==> config.mk <==
export PLATFORM = sky130hd
export DESIGN_NAME = base58_to_hex_converter
export DESIGN_NICKNAME = d
export VERILOG_FILES = /design/src/hdl/b58h_pkg.sv /design/src/hdl/base58_to_hex_converter.sv /design/src/hdl/b58h_cell.sv /design/src/hdl/b58h_mac.sv
export SDC_FILE = /design/constraint.sdc
export NUM_CORES = 1
export LEC_CHECK = 0
export ABC_AREA = 1
export CORE_MARGIN = 2
export CORE_UTILIZATION = 65
export DETAILED_ROUTE_END_ITERATION = 16
export DONT_BUFFER_PORTS = 1
export HOLD_SLACK_MARGIN = 0.02
export PLACE_DENSITY_LB_ADDON = 0.08
export RECOVER_POWER = 50
export SYNTH_ARGS = -nofsm -noshare
export SYNTH_HDL_FRONTEND = slang
export SYNTH_HIERARCHICAL = 1
export SYNTH_SLANG_ARGS = --single-unit
==> constraint.sdc <==
create_clock -name clock -period 19.75 [get_ports clock]
set_clock_uncertainty 0.2 [all_clocks]
set_input_delay 3.95 -clock clock [delete_from_list [all_inputs] [get_ports clock]]
set_output_delay 3.95 -clock clock [all_outputs]
set_load 0.02 [all_outputs]
==> src/hdl/b58h_pkg.sv <==
// b58h_pkg: shared types, constants and lookup functions for the base58 to hex converter
// no dependencies; used by b58h_cell, b58h_mac and base58_to_hex_converter
`timescale 1ns / 1ps

package b58h_pkg;

   // default sizes
   localparam int HEX_DIGITS_DEF  = 48;
   localparam int MAX_SYMBOLS_DEF = 32;

   // symbol counter width, covers the full symbol limit range
   localparam int COUNT_W = 6;

   // base58 radix and digit widths
   localparam int RADIX     = 58;
   localparam int DIGIT_W   = 4;
   localparam int CARRY_W   = 6;
   localparam int PRODUCT_W = DIGIT_W + CARRY_W;

   // ascii codes used on the result channel
   localparam logic [7:0] ASCII_NEWLINE = 8'h0A;
   localparam logic [7:0] ASCII_ZERO    = 8'h30;
   localparam logic [7:0] ASCII_NONE    = 8'h00;

   // result status codes
   typedef enum logic [1:0] {
      STATUS_OK          = 2'd0,
      STATUS_BAD_SYMBOL  = 2'd1,
      STATUS_TOO_LONG    = 2'd2
   } status_type;

   // controller states
   typedef enum logic [1:0] {
      CTL_IDLE,
      CTL_MUL,
      CTL_DUMP,
      CTL_TAIL
   } ctl_state_type;

   // control group broadcast to every cell
   typedef struct packed {
      logic clear;
      logic shift_dn;
      logic shift_up;
   } cell_ctl_type;

   // result of the alphabet lookup
   typedef struct packed {
      logic               ok;
      logic [CARRY_W-1:0] value;
   } digit_lookup_type;

   // map an ascii symbol to its base58 digit
   function automatic digit_lookup_type base58_digit(input logic [7:0] sym);
      digit_lookup_type res;
      logic [7:0]       val;
      res = '0;
      val = 8'd0;
      if (sym >= "1" && sym <= "9") begin
         val = sym - 8'h31;
         res.ok = 1'b1;
      end else if (sym >= "A" && sym <= "H") begin
         val = sym - 8'h41 + 8'd9;
         res.ok = 1'b1;
      end else if (sym >= "J" && sym <= "N") begin
         val = sym - 8'h4A + 8'd17;
         res.ok = 1'b1;
      end else if (sym >= "P" && sym <= "Z") begin
         val = sym - 8'h50 + 8'd22;
         res.ok = 1'b1;
      end else if (sym >= "a" && sym <= "k") begin
         val = sym - 8'h61 + 8'd33;
         res.ok = 1'b1;
      end else if (sym >= "m" && sym <= "z") begin
         val = sym - 8'h6D + 8'd44;
         res.ok = 1'b1;
      end
      res.value = val[CARRY_W-1:0];
      return res;
   endfunction

   // lowercase ascii for one hex digit
   function automatic logic [7:0] hex_ascii(input logic [DIGIT_W-1:0] nib);
      logic [7:0] ch;
      if (nib < 4'd10) begin
         ch = 8'h30 + {4'd0, nib};
      end else begin
         ch = 8'h57 + {4'd0, nib};
      end
      return ch;
   endfunction

endpackage

==> src/hdl/base58_to_hex_converter.sv <==
// a symbol beat passes every cell, one cell per cycle,
//   through the shared multiply-add at the bottom of the cell chain
// end beat: the digits are shifted out, then the tail gives a zero digit for a zero value and the newline,
//   each gated by the result register; each result appears in the result register in the cycle after its step
// a new symbol is taken only once the previous one has passed every cell; error results need no pass
// reset: synchronous, clears the store, counter, discard flag and the result valid flag
`timescale 1ns / 1ps

module base58_to_hex_converter #(
   parameter int HEX_DIGITS  = b58h_pkg::HEX_DIGITS_DEF,
   parameter int MAX_SYMBOLS = b58h_pkg::MAX_SYMBOLS_DEF
) (
   input  logic        clock,
   input  logic        reset,
   input  logic        req_valid,
   output logic        req_stall,
   input  logic [7:0]  req_symbol,
   input  logic        req_end_of_text,
   output logic        rsp_valid,
   input  logic        rsp_stall,
   output logic [7:0]  rsp_hex_char,
   output logic [1:0]  rsp_status,
   output logic        rsp_last
);

   localparam int IDX_W = $clog2(HEX_DIGITS);
   localparam logic [IDX_W-1:0] LAST_IDX = IDX_W'(HEX_DIGITS - 1);
   localparam int DW = b58h_pkg::DIGIT_W;

   // controller registers
   b58h_pkg::ctl_state_type            state_ff, state_in;
   logic [IDX_W-1:0]                   idx_ff, idx_in;
   logic [b58h_pkg::COUNT_W-1:0]       count_ff, count_in;
   logic                               discard_ff, discard_in;
   logic                               seen_ff, seen_in;
   logic [b58h_pkg::CARRY_W-1:0]       carry_ff, carry_in;

   // result register
   logic                               rsp_valid_ff;
   logic [7:0]                         rsp_hex_char_ff;
   b58h_pkg::status_type               rsp_status_ff;
   logic                               rsp_last_ff;

   logic                               out_free;
   logic                               accept;
   logic                               emit;
   logic [7:0]                         emit_char;
   b58h_pkg::status_type               emit_status;
   logic                               emit_last;

   b58h_pkg::cell_ctl_type             cell_ctl;
   b58h_pkg::digit_lookup_type         lookup;
   logic [DW-1:0]                      digit_w [HEX_DIGITS];
   logic [DW-1:0]                      mac_digit;
   logic [b58h_pkg::CARRY_W-1:0]       mac_carry;
   logic [DW-1:0]                      top_digit;

   assign out_free  = !rsp_valid_ff || !rsp_stall;
   assign req_stall = (state_ff != b58h_pkg::CTL_IDLE) || !out_free;
   assign accept    = req_valid && !req_stall;
   assign lookup    = b58h_pkg::base58_digit(req_symbol);
   assign top_digit = digit_w[HEX_DIGITS-1];

   // shared multiply-add at the low end of the chain
   b58h_mac u_mac (
      .digit_in  (digit_w[0]),
      .carry_in  (carry_ff),
      .digit_out (mac_digit),
      .carry_out (mac_carry)
   );

   // row of digit cells, least significant at index zero
   for (genvar i = 0; i < HEX_DIGITS; i++) begin : g_cell
      logic [DW-1:0] above;
      logic [DW-1:0] below;
      if (i == HEX_DIGITS - 1) begin : g_top
         assign above = mac_digit;
      end else begin : g_mid_top
         assign above = digit_w[i+1];
      end
      if (i == 0) begin : g_bottom
         assign below = '0;
      end else begin : g_mid_bottom
         assign below = digit_w[i-1];
      end
      b58h_cell u_cell (
         .clock      (clock),
         .reset      (reset),
         .ctl        (cell_ctl),
         .from_above (above),
         .from_below (below),
         .digit      (digit_w[i])
      );
   end

   // controller state registers
   always_ff @(posedge clock) begin
      if (reset) begin
         state_ff   <= b58h_pkg::CTL_IDLE;
         idx_ff     <= '0;
         count_ff   <= '0;
         discard_ff <= 1'b0;
         seen_ff    <= 1'b0;
         carry_ff   <= '0;
      end else begin
         state_ff   <= state_in;
         idx_ff     <= idx_in;
         count_ff   <= count_in;
         discard_ff <= discard_in;
         seen_ff    <= seen_in;
         carry_ff   <= carry_in;
      end
   end

   // next state, cell control and result beats
   always_comb begin
      state_in    = state_ff;
      idx_in      = idx_ff;
      count_in    = count_ff;
      discard_in  = discard_ff;
      seen_in     = seen_ff;
      carry_in    = carry_ff;
      cell_ctl    = '0;
      emit        = 1'b0;
      emit_char   = b58h_pkg::ASCII_NONE;
      emit_status = b58h_pkg::STATUS_OK;
      emit_last   = 1'b0;
      unique case (state_ff)
         b58h_pkg::CTL_IDLE: begin
            if (accept) begin
               priority if (req_end_of_text && discard_ff) begin
                  // drop the string, start clean
                  cell_ctl.clear = 1'b1;
                  count_in       = '0;
                  discard_in     = 1'b0;
               end else if (req_end_of_text) begin
                  state_in = b58h_pkg::CTL_DUMP;
                  idx_in   = '0;
                  seen_in  = 1'b0;
               end else if (discard_ff) begin
                  // symbols after an error are ignored
               end else if (!lookup.ok) begin
                  emit        = 1'b1;
                  emit_status = b58h_pkg::STATUS_BAD_SYMBOL;
                  emit_last   = 1'b1;
                  discard_in  = 1'b1;
               end else if (count_ff >= b58h_pkg::COUNT_W'(MAX_SYMBOLS)) begin
                  emit        = 1'b1;
                  emit_status = b58h_pkg::STATUS_TOO_LONG;
                  emit_last   = 1'b1;
                  discard_in  = 1'b1;
               end else begin
                  state_in = b58h_pkg::CTL_MUL;
                  idx_in   = '0;
                  carry_in = lookup.value;
                  count_in = count_ff + 1'b1;
               end
            end
         end
         b58h_pkg::CTL_MUL: begin
            // rotate the chain down, new digit enters at the top
            cell_ctl.shift_dn = 1'b1;
            carry_in          = mac_carry;
            idx_in            = idx_ff + 1'b1;
            if (idx_ff == LAST_IDX) begin
               state_in = b58h_pkg::CTL_IDLE;
               idx_in   = '0;
            end
         end
         b58h_pkg::CTL_DUMP: begin
            // shift out most significant first, zeros fill from the bottom
            if (out_free) begin
               cell_ctl.shift_up = 1'b1;
               if (seen_ff || (top_digit != '0)) begin
                  emit      = 1'b1;
                  emit_char = b58h_pkg::hex_ascii(top_digit);
                  seen_in   = 1'b1;
               end
               idx_in = idx_ff + 1'b1;
               if (idx_ff == LAST_IDX) begin
                  state_in = b58h_pkg::CTL_TAIL;
                  idx_in   = '0;
               end
            end
         end
         b58h_pkg::CTL_TAIL: begin
            // zero value gets a single digit, then the newline closes the run
            if (out_free) begin
               emit = 1'b1;
               if (!seen_ff) begin
                  emit_char = b58h_pkg::ASCII_ZERO;
                  seen_in   = 1'b1;
               end else begin
                  emit_char  = b58h_pkg::ASCII_NEWLINE;
                  emit_last  = 1'b1;
                  count_in   = '0;
                  discard_in = 1'b0;
                  state_in   = b58h_pkg::CTL_IDLE;
               end
            end
         end
         default: begin
            state_in = b58h_pkg::CTL_IDLE;
         end
      endcase
   end

   // result register, loads whenever the downstream side can take a beat
   always_ff @(posedge clock) begin
      if (reset) begin
         rsp_valid_ff <= 1'b0;
      end else if (out_free) begin
         rsp_valid_ff <= emit;
      end
   end

   always_ff @(posedge clock) begin
      if (out_free && emit) begin
         rsp_hex_char_ff <= emit_char;
         rsp_status_ff   <= emit_status;
         rsp_last_ff     <= emit_last;
      end
   end

   assign rsp_valid    = rsp_valid_ff;
   assign rsp_hex_char = rsp_hex_char_ff;
   assign rsp_status   = rsp_status_ff;
   assign rsp_last     = rsp_last_ff;

endmodule

==> src/hdl/b58h_cell.sv <==
// b58h_cell: one hex digit of the big number, shifts toward either neighbor
// depends on b58h_pkg
`timescale 1ns / 1ps

module b58h_cell (
   input  logic                             clock,
   input  logic                             reset,
   input  b58h_pkg::cell_ctl_type           ctl,
   input  logic [b58h_pkg::DIGIT_W-1:0]     from_above,
   input  logic [b58h_pkg::DIGIT_W-1:0]     from_below,
   output logic [b58h_pkg::DIGIT_W-1:0]     digit
);

   logic [b58h_pkg::DIGIT_W-1:0] digit_ff;
   logic [b58h_pkg::DIGIT_W-1:0] digit_in;

   // pick the neighbor that feeds this cell
   always_comb begin
      priority if (ctl.clear) begin
         digit_in = '0;
      end else if (ctl.shift_dn) begin
         digit_in = from_above;
      end else if (ctl.shift_up) begin
         digit_in = from_below;
      end else begin
         digit_in = digit_ff;
      end
   end

   always_ff @(posedge clock) begin
      if (reset) begin
         digit_ff <= '0;
      end else begin
         digit_ff <= digit_in;
      end
   end

   assign digit = digit_ff;

endmodule

==> src/hdl/b58h_mac.sv <==
// b58h_mac: digit times 58 plus carry, split into new digit and carry
// depends on b58h_pkg
`timescale 1ns / 1ps

module b58h_mac (
   input  logic [b58h_pkg::DIGIT_W-1:0]  digit_in,
   input  logic [b58h_pkg::CARRY_W-1:0]  carry_in,
   output logic [b58h_pkg::DIGIT_W-1:0]  digit_out,
   output logic [b58h_pkg::CARRY_W-1:0]  carry_out
);

   logic [b58h_pkg::PRODUCT_W-1:0] product;

   // max is 15*58+57, fits in ten bits
   assign product = ({{b58h_pkg::CARRY_W{1'b0}}, digit_in}
                     * b58h_pkg::PRODUCT_W'(b58h_pkg::RADIX))
                  + {{b58h_pkg::DIGIT_W{1'b0}}, carry_in};

   assign digit_out = product[b58h_pkg::DIGIT_W-1:0];
   assign carry_out = product[b58h_pkg::PRODUCT_W-1:b58h_pkg::DIGIT_W];

endmodule

==> run_results.csv, run 1 <==
group,metric,value,unit
clock_network,clkTransAtPathRegs,60,ps
place,io_buffer_count,0,
synth,ys_warn_count,6,
power_and_ir_drop,p_clk_share,33.5,%
synth,synth.top_cells.by_area,"dfxtp_1 33%, nand2_1 20%, nand3_1 17%",
routing,ant_nets,0,
synth,synth.distinct_cells,43,
floorplan,coreArea,19530,um2
global_route,grt_pass1_vias,11550,
place,gp_congestion,0.9130,
routing,wl,27.70,mm
routing,first_iter_violations,852,
setup_path,slowest_delay,190,ps
clock_network,cts_buffers,25,
synth,ys_ff_latch,225,
floorplan,start_util,66.33,%
job,max_cap_violations,0,
clock_network,cts-root-buf,"clkbuf_16",
sta,slew_headroom,28.87,%
setup_path,cp.required,15600,ps
layout,syn2layout_area_growth,8.598,%
power_and_ir_drop,power.density,102.1,nW/um2
setup_path,r2r-start,"state_ff[1]",
floorplan,rows,51,
clock_network,htreeDepth,1,
clock_network,cts_tree,"done",
sta,fmax,0.1183,GHz
sta,holdWs,267.9,ps
setup_path,cpLargestDelayFamily,"simple AND/OR/NAND/NOR gates",
routing,routedWlPerCell,11.82,um
layout,drive_above_1_share,7.456,%
setup_path,r2r-end,"g_cell[39].u_cell/digit[1]",
setup_path,cp-startpoint,"rsp_stall",
synth,yosysTopAreaCellShare,33.23,%
power_and_ir_drop,p_leak,7.501,nW
layout,multi_input_area,7004,um2
routing,drt-pass1-iter-count,6,
global_route,grt_max_degree,244,
routing,via_per_inst,5.358,
place,hpwl,18.52,mm
setup_path,crit_type,"input port to output port",
power_and_ir_drop,ir_worst_vdd,0.0001083,V
layout,seq_area,4604,um2
run_status,status,"finished clean",
synth,ys_top_cells_by_count,"704 x nand2_1, 441 x nand3_1, 263 x inv_1",
sta,hold_violations,0,
synth,yosysTopAreaCell,"dfxtp_1",
floorplan,io_pins,26,
setup_path,start_kind,"input port",
sta,rsz0062_at_grt,"no",
setup_path,slowest_stage,"nand2_1",
clock_network,cts.sinks,225,
synth,ys_seq_area_share,35.55,%
layout,final_nets,2119,
floorplan,dieWidth,145.2,um
sta,worst_slew_pin_slew,1067,ps
global_route,grt.total_usage,25.65,%
setup_path,rrSetupSlack,16430,ps
setup_path,crit_buf_inv,0,
sta,drv_slew,0,
sta,tns,0,ps
synth,synth.most_common_cell,"nand2_1",
clock_network,clockBufferDepth,3,
setup_path,reg2reg_depth,9,
layout,antenna_cells,0,
global_route,grt_pass1_wl,48.30,mm
power_and_ir_drop,switching_share,38.22,%
synth,synth_flop_cell,"dfxtp_1",
clock_network,postCtsSetupBuffers,0,
setup_path,end_kind,"output port",
clock_network,clk_latency,520,ps
synth,async_flop_share,0,%
sta,setup_violations,0,
setup_path,crit_end,"req_stall",
floorplan,die_area,21070,um2
floorplan,die_h,145.2,um
power_and_ir_drop,share_comb_of_total_power,32.0,%
layout,fillCellCount,1732,
power_and_ir_drop,power_frac_seq,34.5,%
setup_path,critPathMostFrequentCell,"nand2_1",
power_and_ir_drop,p_int,0.8868,mW
global_route,grt_antenna_before_repair,0,
min_path,holdCritPathClass,"flop to flop",
clock_network,cts-resized-gates,0,
synth,synth_edf_count,10,
setup_path,cp.arrival,4300,ps
setup_path,worst-path-stages,2,
global_route,grt.overflow.total,0,
synth,synth.cell_area,12950,um2
synth,synthCells,2035,
routing,vias,12560,
sta,fin_crit_sh,42.79,%
setup_path,crit_fanout,6,
clock_network,ctsHoldBuffers,0,
routing,drc,0,
power_and_ir_drop,switchingPower,0.5487,mW
setup_path,crit_chain,"nand2_1 > nand2_1",
sta,fin_crit,8451,ps
synth,synth.avg_cell_area,6.364,um2
-- routing by layer --
metal	share of wire, %	global-route usage (%)
met1	46	32.24
met4	2.1	7.402
met5	0	0
met3	4.3	2.736
met2	48	46.55
-- state kept, by name, indices dropped and copies added (netlist names) --
| register | count |
|---|---|
| state_ff | 2 |
| rsp_status | 2 |
| rsp_last | 1 |
| rsp_hex_char | 7 |
| rsp_valid | 1 |
| idx_ff | 6 |
| carry_ff | 6 |
| g_cell.u_cell/digit | 192 |
| seen_ff | 1 |
| count_ff | 6 |
| discard_ff | 1 |
-- through the flow --
step / util (%) / std cells / setup WS (ps) / power (mW) / instance area [um2]
after global routing: 72.03 / 2344 / 11280 / 1.524 / 14060
after CTS: 72.64 / 2344 / 11310 / 1.458 / 14180
final: 72.03 / 2344 / 11300 / 1.436 / 14060
after global placement: 68.17 / 2300 / 11330 / 0.9634 / 13310
after floorplan: - / 2039 / 4418 / 0.9639 / 12970
after detailed placement: 68.17 / 2300 / 11310 / 0.9736 / 13310
-- power groups by stage --
stage               Sequential, mW  Combinational, mW  Clock (mW)
detailed placement           0.505              0.469           0
global placement             0.504              0.459           0
finish                       0.495              0.460       0.481
global route                 0.497              0.519       0.509
CTS                          0.495              0.473       0.491
floorplan                    0.500              0.464           0
-- cells in the final DEF (no fill, tap or decap), types with 4 or more instances in the layout --
| cell type | synthesis | layout |
|---|---|---|
| conb_1 | 1 | 5 |
| xor2_1 | 9 | 9 |
| clkbuf_16 | 0 | 25 |
| nand2_4 | 6 | 6 |
| nor2_1 | 103 | 138 |
| buf_4 | 2 | 4 |
| nand4_1 | 9 | 9 |
| fa_1 | 5 | 5 |
| nor2_2 | 54 | 19 |
| clkbuf_8 | 0 | 8 |
| ha_1 | 39 | 38 |
| a21oi_1 | 30 | 30 |
| dfxtp_1 | 215 | 215 |
| inv_2 | 55 | 55 |
| o21ai_0 | 16 | 16 |
| nand3b_1 | 5 | 5 |
| o21ai_1 | 4 | 4 |
| edfxtp_1 | 10 | 10 |
| inv_1 | 263 | 263 |
| nand3_1 | 441 | 442 |
| nor3_1 | 9 | 9 |
| nand2_1 | 704 | 705 |
| nor4_1 | 4 | 4 |
| nand2_2 | 17 | 16 |
| clkbuf_1 | 4 | 4 |
-- final cells by class --
cell class	count	area share (%)
repair buffers	5	0.3558
clock inverters	7	0.8629
multi-input cells	1485	49.80
inverters	320	8.549
well taps	265	2.357
flip-flops and latches	225	32.74
clock buffers	37	5.338
-- worst register-to-register path: cells and delay by family (launching register included) --
family,cells,cell delay (ps)
buf+inv,4,1790
fa+ha+maj,1,310
simple gates,4,570
flops,1,340
-- worst min path at each step --
stage / cells after the start / startpoint / slack (ps) / end
after floorplan: 2 / idx_ff[5] / 240 / idx_ff[5]
after global placement: 2 / idx_ff[5] / 250 / idx_ff[5]
after detailed placement: 2 / carry_ff[3] / 260 / carry_ff[3]
after CTS: 2 / carry_ff[3] / 270 / carry_ff[3]
after global routing: 2 / idx_ff[4] / 290 / idx_ff[4]
final: 2 / carry_ff[3] / 270 / carry_ff[3]
-- cell families (layout without fill, tap and decap cells) --
family          count (synthesis)  count (layout)  synth area share [%]
compound gates                 60              60                 2.560
xor+xnor                       12              12                0.8116
buf+inv                       329             369                 9.786
other cells                     1               5               0.02895
fa+ha+maj                      44              44                 4.541
flops                         225             225                 35.55
simple gates                 1364            1364                 46.72
No activity file was read; power rests on OpenSTA's default activity.
==> run 2, diff against run 1 <==
==> constraint.sdc (replaced) <==
create_clock -name clock -period 8.84 [get_ports clock]
set_clock_uncertainty 0.2 [all_clocks]
set_input_delay 1.768 -clock clock [delete_from_list [all_inputs] [get_ports clock]]
set_output_delay 1.768 -clock clock [all_outputs]
set_load 0.02 [all_outputs]
==> run 2 against run 1 <==
Compared with the run above: the run now ends with capacitance limit, slew limit left; core utilization shrank 0.13 points; non-clock buffer count shrank 1; design area shrank 0.18%; worst setup slack lost 8400 ps; critical path depth grew 6; largest cell class unchanged.
==> run_results.csv, run 2 (synthesis gave the netlist of run 1 again) <==
group,metric,value,unit
run_status,status,"finished, violations left",
run_status,failed_checks,"capacitance limit, slew limit",
sta,rsz0062_at_grt,"no",
setup_path,crit_fanout,102,
layout,largest_register_ffs,192,
power_and_ir_drop,power_frac_seq,34.6,%
place,io_buffer_count,0,
setup_path,slowest_stage,"ha_1",
clock_network,cts-resized-gates,0,
layout,antenna_cells,0,
routing,drc,0,
clock_network,cts.sinks,225,
power_and_ir_drop,p_leak,7.499,nW
clock_network,clockBufferDepth,3,
global_route,grt.overflow.total,0,
layout,syn2layout_area_growth,8.405,%
layout,final_cell_mix,"709 x nand2_1, 442 x nand3_1, 281 x inv_1",
routing,first_iter_violations,912,
global_route,grt_pass1_vias,11500,
routing,vias,12480,
layout,drive_above_1_share,7.552,%
floorplan,rows,51,
setup_path,end_kind,"flop",
power_and_ir_drop,switching_share,38.20,%
sta,worst_slew_pin_slew,3572,ps
global_route,grt.total_usage,25.61,%
routing,routedWlPerCell,11.80,um
setup_path,cp-startpoint,"state_ff[1]",
global_route,grt_use_met3,3.082,%
setup_path,cpLargestDelayFamily,"adder cells",
min_path,holdCritPathClass,"flop to flop",
power_and_ir_drop,p_clk_share,32.7,%
sta,hold_violations,0,
floorplan,start_util,66.33,%
layout,final_nets,2118,
setup_path,cp.required,9040,ps
power_and_ir_drop,switchingPower,1.220,mW
setup_path,crit_chain,"inv_1 > ha_1 > clkbuf_2 > inv_2 > nand3_1 > nand3_1 > nand2_1 > inv_1",
place,pre_cts_ws,4500,ps
sta,post-route-worst-setup-slack,2872,ps
sta,slew_headroom,-138.1,%
power_and_ir_drop,power.density,227.5,nW/um2
clock_network,postCtsSetupBuffers,0,
global_route,grt_max_degree,244,
global_route,met1_usage,32.08,%
setup_path,crit_buf_inv,4,
setup_path,slowest_delay,2600,ps
min_path,hold_path_depth,2,
job,max_cap_violations,2,
clock_network,ctsHoldBuffers,0,
clock_network,cts-root-buf,"clkbuf_16",
sta,fmax,0.1676,GHz
routing,via_per_inst,5.326,
setup_path,crit_type,"flop to flop",
power_and_ir_drop,p_total,3.195,mW
global_route,grt_antenna_before_repair,0,
clock_network,clk_latency,510,ps
routing,ant_nets,0,
power_and_ir_drop,share_comb_of_total_power,32.7,%
floorplan,die_area,21070,um2
sta,fin_crit_sh,67.51,%
min_path,hold_path_end,"idx_ff[5]",
setup_path,reg2reg_depth,8,
floorplan,io_pins,26,
floorplan,coreArea,19530,um2
floorplan,die_h,145.2,um
clock_network,htreeDepth,1,
layout,final_common_cell,"nand2_1",
min_path,hp-start,"idx_ff[5]",
setup_path,start_kind,"flop",
power_and_ir_drop,p_int,1.974,mW
global_route,busiest_layer,"met2",
global_route,use_met2,46.90,%
place,hpwl,18.46,mm
clock_network,clkTransAtPathRegs,60,ps
power_and_ir_drop,ir_worst_vdd,0.0002420,V
clock_network,cts_tree,"done",
routing,wl,27.67,mm
floorplan,dieWidth,145.2,um
global_route,grt_pass1_wl,48.19,mm
place,gp_congestion,0.9525,
sta,fin_crit,5968,ps
setup_path,r2r-start,"state_ff[1]",
setup_path,cp.arrival,6170,ps
sta,drv_slew,200,
layout,fin_util,71.90,%
routing,drt-pass1-iter-count,5,
sta,tns,0,ps
setup_path,rrSetupSlack,2870,ps
setup_path,r2r-end,"g_cell[4].u_cell/digit[3]",
sta,setup_violations,0,
clock_network,cts_buffers,25,
-- run 2: worst max-delay path by stage --
stage,to,slack [ps],depth (start not counted)
detailed placement,rsp_hex_char[3],4500,8
global placement,rsp_hex_char[0],4580,8
finish,g_cell[4].u_cell/digit[3],2870,8
floorplan,carry_ff[3],850,9
global route,g_cell[10].u_cell/digit[1],2360,8
CTS,req_stall,4750,2
-- run 2: layout make-up --
type	count	area [um2]
Tap cell	265	331.6
Inverter	320	1202
Sequential cell	225	4604
Clock buffer	31	698.2
Fill cell	1648	5487
Clock inverter	14	151.4
Timing Repair Buffer	4	40.04
Multi-Input combinational cell	1485	7012
-- run 2: through the flow --
step / hold WS, ps / instances / instance area (um2)
after global placement: 245.8 / 2299 / 13300
after floorplan: 239.2 / 2039 / 12970
after CTS: 259.6 / 2344 / 14150
after global routing: 280.9 / 2344 / 14040
after detailed placement: 251.2 / 2299 / 13300
final: 263.9 / 2344 / 14040
-- run 2: power groups by stage --
stage	registers [mW]	clock network, mW	logic [mW]
floorplan	1.12	0	0.986
global placement	1.13	0	1.02
detailed placement	1.13	0	1.04
CTS	1.11	1.07	1.05
global route	1.11	1.11	1.17
finish	1.11	1.05	1.04
-- run 2: worst register-to-register path: cells and delay by family (launching register included) --
kind	cells	cell delay, ps
simple gates	3	420
buf+inv	4	2300
flops	1	340
fa+ha+maj	1	2600
-- run 2: layer usage --
layer / wire (um) / up-vias
met4: 449 / 0
met3: 1391 / 41
met1: 12520 / 5599
met5: 0 / -
met2: 13310 / 338
li1: - / 6505
==> run 3, diff against run 2 <==
--- a/config.mk
+++ b/config.mk
@@ -5,9 +5,9 @@
 export SDC_FILE = /design/constraint.sdc
 export NUM_CORES = 1
 export LEC_CHECK = 0
-export ABC_AREA = 1
+export ABC_AREA = 0
 export CORE_MARGIN = 2
-export CORE_UTILIZATION = 65
+export CORE_UTILIZATION = 64
 export DETAILED_ROUTE_END_ITERATION = 16
 export DONT_BUFFER_PORTS = 1
 export HOLD_SLACK_MARGIN = 0.02
==> constraint.sdc (replaced) <==
create_clock -name clock -period 5.9 [get_ports clock]
set_clock_uncertainty 0.2 [all_clocks]
set_input_delay 1.18 -clock clock [delete_from_list [all_inputs] [get_ports clock]]
set_output_delay 1.18 -clock clock [all_outputs]
set_load 0.02 [all_outputs]
==> run 3 against run 2 <==
Compared with the run above: the run still ends with capacitance limit, slew limit left; first-iteration DRC count shrank 43%; worst setup slack worse by 1200 ps; hold slack worse by 7.3 ps; design area is 2.5% lower; final cell count shrank 36%; critical path depth rose by 1; non-clock buffer count rose by 2; global-route usage fell by 2.9 points; wire length shrank 14%; sequential share of layout area is 0.83 points higher; core utilization decreased by 1.3 points; critical path type is now input port to flop; critical endpoint is now rsp_hex_char[2]; largest cell class unchanged; largest power group unchanged.
==> run_results.csv, run 3 <==
group,metric,value,unit
run_status,status,"finished, violations left",
run_status,failed_checks,"capacitance limit, slew limit",
setup_path,crit_fanout,10,
global_route,grt.overflow.total,0,
layout,multi_input_area,7838,um2
routing,drt-pass1-iter-count,4,
synth,synth.cell_area,12590,um2
synth,synth.avg_cell_area,10.49,um2
place,dpl-instance-area,12930,um2
sta,tns,0,ps
layout,final_nets,1278,
synth,synth.top_cells.by_area,"dfxtp_1 34%, mux2_1 17%, o211a_1 15%",
sta,setup_violations,0,
clock_network,clockBufferDepth,3,
place,hpwl,14.89,mm
layout,final_cells,1502,
synth,synth.distinct_cells,72,
setup_path,r2r-end,"g_cell[25].u_cell/digit[1]",
place,io_buffer_count,0,
clock_network,clk_latency,510,ps
power_and_ir_drop,ir_worst_vdd,0.0004580,V
power_and_ir_drop,p_leak,7.383,nW
routing,drc,0,
setup_path,rrSetupSlack,1850,ps
min_path,holdCritPathClass,"flop to flop",
synth,synth_flop_cell,"dfxtp_1",
floorplan,dieWidth,144.3,um
layout,drive_above_1_share,5.093,%
layout,final_common_cell,"dfxtp_1",
sta,post-route-worst-setup-slack,1679,ps
clock_network,ctsHoldBuffers,0,
floorplan,start_util,64.91,%
routing,via_per_inst,5.957,
routing,first_iter_violations,521,
sta,drv_slew,290,
clock_network,cts-root-buf,"clkbuf_16",
synth,ys_seq_area_share,36.57,%
routing,vias,8947,
global_route,grt_pass1_wl,40.03,mm
setup_path,cp.arrival,4150,ps
routing,routedWlPerCell,15.89,um
setup_path,r2r-start,"state_ff[0]",
synth,yosysTopAreaCell,"dfxtp_1",
global_route,grt.total_usage,22.70,%
layout,antenna_cells,0,
floorplan,coreArea,19400,um2
clock_network,postCtsSetupBuffers,0,
floorplan,io_pins,26,
layout,largest_register_ffs,192,
clock_network,htreeDepth,1,
synth,ys_top_cells_by_count,"215 x dfxtp_1, 200 x nand2b_1, 192 x mux2_1, 192 x o211a_1, 77 x nor2_1",
layout,syn2layout_area_growth,8.745,%
synth,synth.most_common_cell,"dfxtp_1",
floorplan,die_h,144.3,um
setup_path,cp.required,5830,ps
clock_network,cts_tree,"done",
setup_path,cp-startpoint,"req_symbol[1]",
sta,hold_violations,0,
synth,ys_warn_count,6,
clock_network,cts.sinks,225,
global_route,grt_antenna_before_repair,0,
synth,synth_edf_count,10,
synth,ys_ff_latch,225,
setup_path,crit_end,"rsp_hex_char[2]",
sta,slew_headroom,-78.60,%
synth,yosysTopAreaCellShare,34.18,%
synth,async_flop_share,0,%
place,placed_cells,1459,
place,pre_cts_ws,1272,ps
job,max_cap_violations,2,
synth,synthCells,1200,
global_route,grt_max_degree,193,
floorplan,die_area,20810,um2
layout,seq_area,4604,um2
clock_network,cts_buffers,25,
sta,rsz0062_at_grt,"no",
global_route,grt_pass1_vias,8221,
floorplan,rows,51,
clock_network,cts-resized-gates,0,
power_and_ir_drop,p_total,6.587,mW
clock_network,clkTransAtPathRegs,60,ps
sta,fin_crit,4221,ps
layout,fillCellCount,1564,
setup_path,crit_type,"input port to flop",
place,gp_congestion,0.8532,
setup_path,start_kind,"input port",
setup_path,end_kind,"flop",
layout,finish.instance_area,13690,um2
power_and_ir_drop,power.density,481.1,nW/um2
routing,wl,23.86,mm
sta,fin_crit_sh,71.55,%
setup_path,reg2reg_depth,7,
layout,final_cell_mix,"215 x dfxtp_1, 200 x nand2b_1, 192 x mux2_1, 192 x o211a_1, 76 x nor2_1",
sta,worst_slew_pin_slew,2679,ps
sta,fmax,0.2369,GHz
routing,ant_nets,0,
-- run 3: per-stage QoR --
stage                     utilization [%]  hold slack, ps
after floorplan                         -           236.2
after global placement              66.67           254.2
after detailed placement            66.67           250.5
after CTS                           70.67           258.0
after global routing                70.58           295.2
final                               70.58           256.6
-- run 3: critical path: stages --
cell and delay [ps]:
inv_1 140, ha_1 290, nor4b_4 410, a2111oi_0 250
or3_4 420, nor4_4 360, or2_2 220, a21boi_1 80
a21oi_1 780
-- run 3: cell families (layout without fill, tap and decap cells) --
family	Yosys count	count (layout)	synth area share, %
flip-flops	225	225	36.57
AO/OA/AOI/OAI	312	312	22.07
multiplexers	195	195	17.41
adder cells (fa/ha/maj)	44	44	4.671
other	1	5	0.02978
AND/OR/NAND/NOR	365	365	16.58
XOR/XNOR	16	16	1.222
buffers and inverters	42	75	1.451
-- run 3: routing by layer --
metal | share of wire (%) | track usage, %
met1 | 50 | 32.90
met2 | 45 | 35.94
met3 | 3.9 | 3.775
met4 | 1.3 | 4.599
met5 | 0 | 0
-- run 3: worst min-delay path by stage --
stage	start	to	slack (ps)	cells after the start
2_1_floorplan	carry_ff[4]	carry_ff[4]	240	2
3_3_place_gp	carry_ff[4]	carry_ff[4]	250	2
3_5_place_dp	carry_ff[5]	carry_ff[5]	250	2
4_1_cts	carry_ff[5]	carry_ff[5]	260	2
5_1_grt	idx_ff[1]	idx_ff[1]	300	2
6_report	carry_ff[5]	carry_ff[5]	260	2
-- run 3: report_power, final --
group	internal [mW]	total, mW	switching (mW)
Clock	0.873	1.47	0.600
Combinational	1.31	2.56	1.24
Sequential	2.13	2.56	0.428
-- run 3: area by class of cell --
type,count,share of cell area (%)
clock inverters,7,0.4935
inverters,26,0.7402
flip-flops and latches,225,33.63
clock buffers,36,5.163
repair buffers,6,0.3107
multi-input cells,937,57.24
well taps,265,2.422
